===== src/sv/dfms_ram.sv =====
// Generic single-write, single-read RAM with registered read data.
module dfms_ram #(
  parameter int W = 8,
  parameter int D = 16,
  localparam int AW = (D > 1) ? $clog2(D) : 1
) (
  input  logic          clk,
  input  logic          we,
  input  logic [AW-1:0] waddr,
  input  logic [W-1:0]  wdata,
  input  logic          re,
  input  logic [AW-1:0] raddr,
  output logic [W-1:0]  rdata
);

  logic [W-1:0] mem [0:D-1];

  always_ff @(posedge clk) begin
    if (we) begin
      mem[waddr] <= wdata;
    end
    if (re) begin
      rdata <= mem[raddr];
    end
  end

endmodule


===== config.mk =====
export PLATFORM = sky130hd
export DESIGN_NAME = dfms_ram
export DESIGN_NICKNAME = d
export VERILOG_FILES = /design/src/sv/dfms_ram.sv
export SDC_FILE = /design/constraint.sdc
export NUM_CORES = 1
export LEC_CHECK = 0
export CORE_UTILIZATION = 40
export CTS_CLUSTER_SIZE = 30
export DETAILED_ROUTE_END_ITERATION = 10
export DONT_BUFFER_PORTS = 1
export GPL_ROUTABILITY_DRIVEN = 0
export HOLD_SLACK_MARGIN = 0.12
export PLACE_DENSITY = 0.53
export REMOVE_ABC_BUFFERS = 1
export SLEW_MARGIN = 20
export SYNTH_ARGS = -nofsm -noshare
export SYNTH_HDL_FRONTEND = slang
export SYNTH_SLANG_ARGS = --single-unit

===== constraint.sdc =====
create_clock -name clk -period 2.2 [get_ports clk]
set_input_delay 0.11 -clock clk [delete_from_list [all_inputs] [get_ports clk]]
set_output_delay 0.11 -clock clk [all_outputs]
set_load 0.02 [all_outputs]

[After elaboration in Yosys (flattened, before gate mapping)]
Memories as Yosys holds them, arrays and structs flattened. A register that Yosys moved wholly into a read port is not among the register bits.
Index checks and enable logic that the tools add are counted.
Storage, ports and cells
  register bits after elaboration: 0
  bits in writable memories: 128
  word-level logic and storage cells: 3
  memories kept: 1
Operators by class
  mux-type cells: 2
Memory list
  mem: depth 16, width 8, read ports 1, clocked after Yosys merged registers in 1, write ports 1, RTL line 16  | logic [W-1:0] mem [0:D-1];
Operator list (number)
  1-bit 2-to-1 mux: 2

[Logic depth before layout (Yosys ltp)]
  depth after elaboration: 2
  depth in mapped cells: 5
  mapped depth without buffers: 3

[Worst setup path after synthesis]
OpenSTA, ideal clock, no wires.
  path type: input to register
  start: in waddr[2]
  end: mem mem[0][0] (enable)
  library setup time: 383 ps
  arrival: 1220 ps
  slack: 597 ps
  cell stages on the path: 2
  path buffers: 0
  cells stage by stage: or3b_2 nor3_1
RTL lines
  start, declared: RTL line 9  | input logic [AW-1:0] waddr,
  end, declared: RTL line 16
Straight into the memory's write port.

==> reports/qor.csv <==
stage;metric;value;unit
cts;Sink Count;136;
yosys;Syn Inst Count;229;
yosys;#FFs+latches synth;136;
setup_path;Crit Path Max Fanout;17;
setup_path;Slowest-stage cell, CP;dlygate4sd3_1;
cts;Reg clk slew, reported paths;0.05;ns
cts;clk_lat worst skew;0.40;ns
floorplanning;die height;116;um
timing;skew final;0.00683;ns
cts;Clock Path Buffers;2;
drt;wire per inst;22.7;um
timing;final setup margin;0.328;ns
floorplanning;DIE WIDTH;116;um
setup_path;Crit. End Element;register;
global_route;vias in the first global route;2590;
drt;1st-iter DRT viols;196;
global_route;GR Util All Layers;0.173;
drt;final WL;10200;um
cts;CTS tree;yes;
setup_path;WS Path Type;input port to register;
job;MaxCap Viol Count;0;
finish;share of layout cells above drive strength 1;0.206;
finish;Register Area;4080;um2
drt;first drt pass iteration count;4;
global_route;total congestion overflow;0;
worst_hold_path;Hold Crit Class;input port to register;
setup_path;critical path required time;2.35;ns
setup_path;Buf/Inv on CP;1;
timing;period utilisation layout;0.851;
drt;Final ANT Viol Nets;0;
timing;measured slew at the worst slew-check pin;0.964;ns
timing;Max Freq;534;MHz
floorplanning;die footprint;13500;um2
power;power per cell area;917;nW/um2
floorplanning;Core ar.;12700;um2
global_route;initial antenna violation count;0;
drt;Via density;5.31;
drt;vias;2386;
floorplanning;io pins;27;
placement;DPL Wire Length;6120;um
timing;Fin Setup TNS;0;ns
run_status;status;complete, no violations;
yosys;Yosys cell types;18;
timing;Final setup violation count;0;
finish;Synth-to-Final Area Change;17.0;%
global_route;first-pass GRT wire length;15600;um
finish;Antenna diodes;0;
cts;cts repair resizes;0;
finish;Multi-input gate area;1060;um2
setup_path;critical path, cell by cell;dlygate4sd3_1, mux4_1, a22oi_1, nand2_1;
setup_path;Worst Setup Start Kind;input port;
cts;H-tree levels;4;
yosys;Syn Area/Cell;22.8;um2
cts;CTS root buf;clkbuf_16;
setup_path;CP arrival;2.02;ns
floorplanning;Initial Util;0.413;
finish;cell area after layout;6110;um2
cts;Num CTS Buffers;17;
timing;Final Critical Period;1.87;ns
timing;RSZ-0062 raised after global routing;no;
setup_path;crit-path max cell delay;1.17;ns
floorplanning;cell row count;41;
placement;Placed Area;5480;um2
timing;Slew headroom;0.355;
yosys;cell area after synthesis;5230;um2
setup_path;kind of cell adding the most delay to the critical path;buffers and inverters;
power;Pleak;0.00200;uW
drt;detailed-route DRC error count;0;
yosys;synth warn;0;
finish;Nets;287;
timing;Final Hold Vio Count;0;
power;Power, Total;5610;uW
power;VDD IR max;0.000356;V
timing;hold slack final;0.129;ns
placement;I/O Buffers;0;
timing;max-slew violation count;0;
yosys;Seq/Total Area, Yosys;0.781;
placement;worst slack, placed;0.714;ns
finish;Fill cells;1084;
global_route;largest net degree at the start of global routing;33;
area by class of cell:
| type | count | area share |
|---|---|---|
| clock inverters | 7 | 0.00941 |
| flip-flops and latches | 136 | 0.668 |
| clock buffers | 21 | 0.0720 |
| repair buffers | 30 | 0.0426 |
| multi-input cells | 83 | 0.173 |
| well taps | 172 | 0.0352 |
power breakdown:
| group | leakage, uW | total, uW | internal (uW) | switching (uW) |
|---|---|---|---|---|
| registers | 0.00124 | 2960 | 2920 | 32.7 |
| logic | 0.000517 | 219 | 104 | 116 |
| clock network | 0.000247 | 2430 | 1510 | 923 |
| total | 0.00200 | 5610 | 4530 | 1070 |
per-stage QoR:
step,std cells,util
global route,449,0.483
finish,449,0.483
floorplan,219,-
CTS,448,0.482
detailed placement,407,0.432
global placement,407,0.432
state kept, by name, summed over array words and instances (netlist names):
register and cells:
rdata 8, mem 128
repair_timing:
item,CTS,global route
endpoints found under the hold margin,176,1
buffers inserted,0,0
hold buffers,13,1
cell usage after synthesis:
library cell       n  area share
edfxtp_1         136        0.78
mux4_2            18       0.078
a22oi_1           16       0.023
mux4_1            14       0.070
nor2_1            13      0.0093
nand2_1            9      0.0065
nor3_1             4      0.0038
buf_2              3      0.0029
buf_6              3      0.0065
clkdlybuf4s25_2    3      0.0057
nand2b_1           2      0.0024
nand3b_1           2      0.0029
and2_1             1      0.0012
and2b_1            1      0.0014
buf_4              1      0.0014
nand3_1            1     0.00096
nor2b_1            1      0.0012
or3b_2             1      0.0017
per-layer routing:
layer / wire length [um] / global-route usage
met3: 762 / 0.0555
met2: 4760 / 0.266
met5: 0 / 0
met4: 108 / 0.0650
met1: 4570 / 0.231
layout by cell type (no fill, tap or decap):
cell type / n
edfxtp_1: 136
mux4_2: 18
clkbuf_16: 17
a22oi_1: 16
buf_4: 16
mux4_1: 14
dlygate4sd3_1: 14
nor2_1: 13
nand2_1: 9
nor3_1: 4
clkbuf_1: 4
clkinv_2: 4
nand3b_1: 2
nand2b_1: 2
clkinv_1: 2
nor2b_1: 1
and2_1: 1
and2b_1: 1
nand3_1: 1
or3b_2: 1
bufinv_16: 1
kinds of logic (layout without fill, tap and decap cells):
kind of cell,count (synthesis),after routing,share of synthesized area
simple gates,35,35,0.0314
buf+inv,10,58,0.0165
mux,32,32,0.148
compound gates,16,16,0.0230
flops,136,136,0.781
path summary, 6_finish.rpt:
check,start,end,slack (ns),cells after the start
worst max register to register,mem[11][6],rdata[6],0.69,3
worst min register to register,mem[14][7],rdata[7],0.75,3
worst max-delay path,raddr[1],rdata[0],0.33,4
worst min-delay path,raddr[1],rdata[7],0.13,3
worst register-to-register path: cells and delay by family, from the launching register on:
family / cells / cell delay (ns)
flops: 1 / 0.36
mux: 1 / 0.48
compound gates: 1 / 0.31
simple gates: 1 / 0.10
Note: power is estimated with default switching activity, not from simulation.
