### src/sv/dfms_pkg.sv
// Shared types and constants for the dark-frame mean and deviation block.
package dfms_pkg;

  localparam int PIXELS_DEF = 16384;
  localparam int IDX_W      = 14;
  localparam int SMP_W      = 16;
  localparam int DSUM_W     = 33;
  localparam int SSUM_W     = 48;
  localparam int NF_W       = 16;
  localparam int AEXT_W     = 21;
  localparam int SQ_W       = 65;
  localparam int ROOT_W     = SSUM_W / 2;

  localparam logic OP_ACC = 1'b0;
  localparam logic OP_FIN = 1'b1;

  typedef struct packed {
    logic [SMP_W-1:0]  ref_val;
    logic [DSUM_W-1:0] dsum;
    logic [SSUM_W-1:0] ssum;
  } ent_t;

  typedef struct packed {
    logic [IDX_W-1:0]  pixel;
    logic [SMP_W-1:0]  ref_val;
    logic              neg;
    logic [SSUM_W-1:0] ssum;
  } fin_side_t;

  typedef struct packed {
    logic [IDX_W-1:0] pixel;
    logic [SMP_W-1:0] mean;
  } res_side_t;

endpackage

### src/sv/dfms_sqrt_pipe.sv
// Pipelined integer square root, one root bit per stage, with side payload.
module dfms_sqrt_pipe import dfms_pkg::*; #(
  parameter int W  = SSUM_W,
  parameter int SW = 1,
  localparam int RW = W / 2
) (
  input  logic          clk,
  input  logic          rst_n,
  input  logic          en,
  input  logic          in_valid,
  input  logic [W-1:0]  in_value,
  input  logic [SW-1:0] in_side,
  output logic          out_valid,
  output logic [RW-1:0] out_root,
  output logic [SW-1:0] out_side
);

  logic          v_r    [0:RW-1];
  logic [RW+1:0] rem_r  [0:RW-1];
  logic [RW-1:0] root_r [0:RW-1];
  logic [W-1:0]  x_r    [0:RW-1];
  logic [SW-1:0] side_r [0:RW-1];

  for (genvar k = 0; k < RW; k++) begin : g_stage
    logic          vp;
    logic [RW+1:0] rp;
    logic [RW-1:0] rootp;
    logic [W-1:0]  xp;
    logic [SW-1:0] sp;
    logic [RW+3:0] t;
    logic [RW+3:0] trial;
    logic [RW+3:0] rn;
    logic          ge;

    if (k == 0) begin : g_first
      assign vp    = in_valid;
      assign rp    = '0;
      assign rootp = '0;
      assign xp    = in_value;
      assign sp    = in_side;
    end else begin : g_next
      assign vp    = v_r[k-1];
      assign rp    = rem_r[k-1];
      assign rootp = root_r[k-1];
      assign xp    = x_r[k-1];
      assign sp    = side_r[k-1];
    end

    assign t     = {rp, xp[W-1:W-2]};
    assign trial = {2'b00, rootp, 2'b01};
    assign ge    = (t >= trial);
    assign rn    = ge ? (t - trial) : t;

    always_ff @(posedge clk) begin
      if (!rst_n) begin
        v_r[k] <= 1'b0;
      end else if (en) begin
        v_r[k] <= vp;
      end
    end

    always_ff @(posedge clk) begin
      if (en) begin
        rem_r[k]  <= rn[RW+1:0];
        root_r[k] <= {rootp[RW-2:0], ge};
        x_r[k]    <= {xp[W-3:0], 2'b00};
        side_r[k] <= sp;
      end
    end
  end

  assign out_valid = v_r[RW-1];
  assign out_root  = root_r[RW-1];
  assign out_side  = side_r[RW-1];

endmodule

### config.mk
export PLATFORM = sky130hd
export DESIGN_NAME = dfms_sqrt_pipe
export DESIGN_NICKNAME = d
export VERILOG_FILES = /design/src/sv/dfms_pkg.sv /design/src/sv/dfms_sqrt_pipe.sv
export SDC_FILE = /design/constraint.sdc
export NUM_CORES = 2
export LEC_CHECK = 0
export ABC_CLOCK_PERIOD_IN_PS = 3100
export BUFFER_PORTS_ARGS = -buffer_cell sky130_fd_sc_hd__buf_4
export CAP_MARGIN = 20
export CORE_AREA = 5 5 372 374
export CTS_BUF_LIST = sky130_fd_sc_hd__clkbuf_4
export DETAILED_ROUTE_END_ITERATION = 10
export DIE_AREA = 0 0 377 379
export PLACE_DENSITY_LB_ADDON = 0.1
export SLEW_MARGIN = 10
export SYNTH_ARGS = -nofsm -noshare
export SYNTH_HDL_FRONTEND = slang
export SYNTH_SLANG_ARGS = --single-unit
export TNS_END_PERCENT = 1
### constraint.sdc
create_clock -name clk -period 3.1 [get_ports clk]
set_clock_uncertainty 0.1 [all_clocks]
set_input_delay 0.31 -clock clk [delete_from_list [all_inputs] [get_ports clk]]
set_output_delay 0.31 -clock clk [all_outputs]
set_load 0.02 [all_outputs]
# Yosys cells after proc, flatten, opt, wreduce, memory -nomap -nowiden
# Memories as Yosys holds them, arrays and structs flattened.
# Index checks and enable logic that the tools add are counted.
[word_totals]
ff_bits = 0
ram_bits = 2352
word_cells = 130
memories = 5
[classes]
add_sub_neg = 24
magnitude_cmp = 24
muxes = 53
bitwise_logic = 24
[memory_table]
columns = ["name", "words", "width", "rd", "rd_ports_with_merged_regs", "write_ports", "line_no", "rtl"]
rows = [
  ["x_r", 24, 46, 23, 0, 24, "dfms_sqrt_pipe.sv:21", "logic [W-1:0] x_r [0:RW-1];"],
  ["rem_r", 24, 26, 23, 0, 24, "dfms_sqrt_pipe.sv:19", "logic [RW+1:0] rem_r [0:RW-1];"],
  ["root_r", 24, 24, 24, 0, 24, "dfms_sqrt_pipe.sv:20", "logic [RW-1:0] root_r [0:RW-1];"],
  ["side_r", 24, 1, 24, 0, 24, "dfms_sqrt_pipe.sv:22", "logic [SW-1:0] side_r [0:RW-1];"],
  ["v_r", 24, 1, 24, 0, 24, "dfms_sqrt_pipe.sv:18", "logic v_r [0:RW-1];"],
]
[op_table]
columns = ["op", "count"]
rows = [
  ["28-bit by 26-bit greater-or-equal comparator with 1-bit output", 23],
  ["26-bit two-way mux", 24],
  ["26-bit subtractor", 23],
  ["1-bit two-way mux", 29],
  ["1-bit OR", 24],
  ["2-bit by 1-bit subtractor with 3-bit output, second input constant", 1],
  ["2-bit by 1-bit greater-or-equal comparator with 1-bit output, second input constant", 1],
]

# Logic depth before layout (Yosys ltp)
[logic_depth]
depth_word = 4
mapped_depth = 14

# Worst setup path before layout
# OpenSTA, ideal clock, no wires.
[synth_timing]
kind = "register to register"
startpoint = "memory rem_r[0][108] (netlist name)"
endpoint = "memory rem_r[0][152] (netlist name) (data pin)"
arrival_time_ps = 2916
required_ps = 2729
path_slack_ps = -188
stages_incl_launch_ff = 11
synth_period_minus_slack_ps = 3288
path_cell_list = "edfxtp_1 > ha_1 > or4_4 > nor4_2 > nand2b_1 > or4b_1 > or3_4 > nor3_4 > a21o_1 > nor4_1 > xor2_1"
[synth_lines]
columns = ["item", "line_no"]
rows = [
  ["start, declared", "dfms_sqrt_pipe.sv:19"],
]

==> impl_results.md <==
* R2R depth at 10
* CTS root buf: clkbuf_4
* Area leader, netlist: edfxtp_1
* Unrepaired setup endpoints after global routing: yes
* Ports at 79
* Iteration-0 DRC count of the detailed router at 2132
* Worst hold path type: primary input to flop
* Seq/Total Area, Yosys at 65.9%
* Count leader, synth: edfxtp_1
* Initial core utilization at 49.5%
* R2r setup slk at -0.05 ns
* Worst hold slack at 0.203 ns
* Post-route ant nets at 0
* Post-detail-place hpwl at 89500 µm
* Tcrit/Tclk final at 102%
* Synthesized area per cell at 13.3 µm²
* Rows at 135
* Layout cells sized above 1 at 20.4%
* CTS clk-pin slew, worst paths at 0.07 ns
* Slew @ Worst Pin at 0.738 ns
* Worst EP arrival at 3.95 ns
* Buffer depth of the longest clock path at 4
* Top FF cell, synth: edfxtp_1
* CORE AREA at 135000 µm²
* Ys Warns at 0
* Count of cell types in the netlist at 83
* Post-Syn Nets at 5406
* Start point of the critical path: rem_r[2][0]
* Worst-path fanout max at 3
* Hold Path Depth at 4
* Reg2reg start: rem_r[2][0]
* H-tree depth at 5
* Failing checks: setup timing
* Status: complete, but fails checks
* CP Launch Type: flop
* TritonCTS clock tree: yes
* Post-route setup slack at -0.0537 ns
* First-pass GRT wire length at 206000 µm
* Area contributors post-synth: edfxtp_1, ha_1, xnor2_1
* Grt ovf at 0
* Vias in the first global route at 41.7k
* Nets at 6330
* Period minus WS final at 3.15 ns
* Pleak at 0.0313 µW
* Hold Fails Final Rpt at 0
* FMAX at 317 MHz
* Top post-synthesis cells by count: edfxtp_1, inv_1, nand2_1
* Initial antenna violation count at 2
* Largest net degree at the start of global routing at 94
* Worst-Skew Late Latency at 1.21 ns
* GRT Total Usage at 17.8%
* Reg area at 43900 µm²
* Max_cap viols at 0
* Fillers at 10.9k
* Setup CP Type: flop to flop
* Post-Synthesis Cells at 5027
* Gpl congestion at 0.851
* Worst r2r dst: rem_r[2][50]
* Fin area at 79300 µm²
* Routed wire per std cell at 15.9 µm
* Post-Place Cells at 7223
* Clock sink total at 1463
* Crit path required time at 3.89 ns
* Maximum VDD drop at 371 µV
* Final-report setup violation count at 14
* Ys async rst share at 0%
* Drt first pass iters at 6
* Die W at 377 µm
* HP Start: rst_n
* Mapped Area at 66600 µm²
* Multi-input gate area at 21700 µm²
* Via count at 41.1k
* Number of buffers added on ports at 78
* EDFF count, synth at 1462
* Chip Height at 379 µm
* Vias per cell at 5.12
* Total CTS buffers at 395
* Pre-CTS setup slack at -0.268 ns
* Hold EP: v_r[1][0]
* Non-Filler Instances at 8015
* Fin. max-slew vios at 0
* DP Area at 72700 µm²
* Synth top area share at 65.9%
* #FFs+latches synth at 1463
* P&R area growth vs syn at 19.1%
* Routed WL at 127000 µm
* Full die area at 143000 µm²
* # DRC at 0
* Pwr Total at 51900 µW
* Slew HR at 50.8%
* CP Capture Type: flop
* Power density over cell area at 655 nW/µm²
## layout make-up
type / instances / area share (%)
Sequential cell: 1463 / 55.4
Multi-Input combinational cell: 3086 / 27.4
Timing Repair Buffer: 606 / 6.62
Clock buffer: 569 / 5.38
Tap cell: 1781 / 2.81
Inverter: 399 / 1.89
Clock inverter: 101 / 0.530
Antenna cell: 10 / 0.0315
## stage by stage
stage	utilization (%)	TNS [ns]
floorplan	-	-0.604
global placement	54.0	-4.49
detailed placement	54.0	-8.39
CTS	58.5	-2.14
global route	58.9	-9.92
finish	58.9	-0.357
## registers in the layout (all words and copies together) (netlist names)
name	cells
rem_r	563
v_r	24
root_r	300
x_r	552
side_r	24
## cell families after synthesis
group	count (synthesis)	synth area share [%]
flip-flops	1463	65.9
XOR/XNOR	457	6.01
other	1	0.00563
multiplexers	45	0.742
AO/OA/AOI/OAI	931	8.69
AND/OR/NAND/NOR	1326	9.81
buffers and inverters	478	2.70
adder cells (fa/ha/maj)	326	6.12
## layout by cell type (no fill, tap or decap), drive strengths merged, types with 21 or more instances in the layout
cell type and count:
nand2b 77, mux2 35, dlygate4sd3 106, o21ai 283, a211oi 23, clkbuf 569
or3 45, a21oi 257, nand2 399, buf 500, o21a 56, clkinv 98
xnor2 255, nand3 81, a21o 101, o31ai 39, and3 45, xor2 202
edfxtp 1462, o21bai 25, ha 326, inv 400, nor2b 54, a31oi 21
or4 29, nand4 45, nor3 122, nor2 284, nor4 62
## routing by layer
layer  global-route usage [%]  wire length [µm]  vias to the layer above
met3                     3.59              5000                      309
met2                     31.0             63800                      777
li1                         -                 -                    20700
met5                        0                 0                        -
met1                     21.5             53800                    19300
met4                     8.05              4570                        0
## worst max-delay path: stages (launching register included)
cell	delay, ns
edfxtp_1	0.44
ha_4	0.26
nor2b_1	0.12
o21ai_1	0.13
nand2b_1	0.09
a311o_1	0.41
a211o_1	0.31
and2_1	0.17
or4_4	0.53
nor4b_4	0.23
xor2_1	0.09
## how the worst max path moves through the flow
stage / slack (ns) / end / cells past startpoint
finish: -0.05 / rem_r[2][50] / 10
global placement: -0.18 / rem_r[2][127] / 10
floorplan: -0.06 / rem_r[0][152] / 10
detailed placement: -0.27 / rem_r[2][127] / 10
global route: -0.25 / rem_r[0][152] / 11
CTS: -0.15 / rem_r[0][152] / 10
## what timing repair did
item                                   4_1_cts  5_1_grt
setup endpoints to repair                  132      316
resized for setup                           53      119
hold buffers                               106        0
pin swaps                                   18       23
endpoints found under the hold margin     1536        0
buffers inserted                             1        5
## where the power goes
group          switching (µW)  leakage, µW  internal, µW
combinational            5250       0.0144          4680
sequential               1450       0.0141         24700
clock                    7420      0.00281          8430
Power figures use the tool's default switching activity.
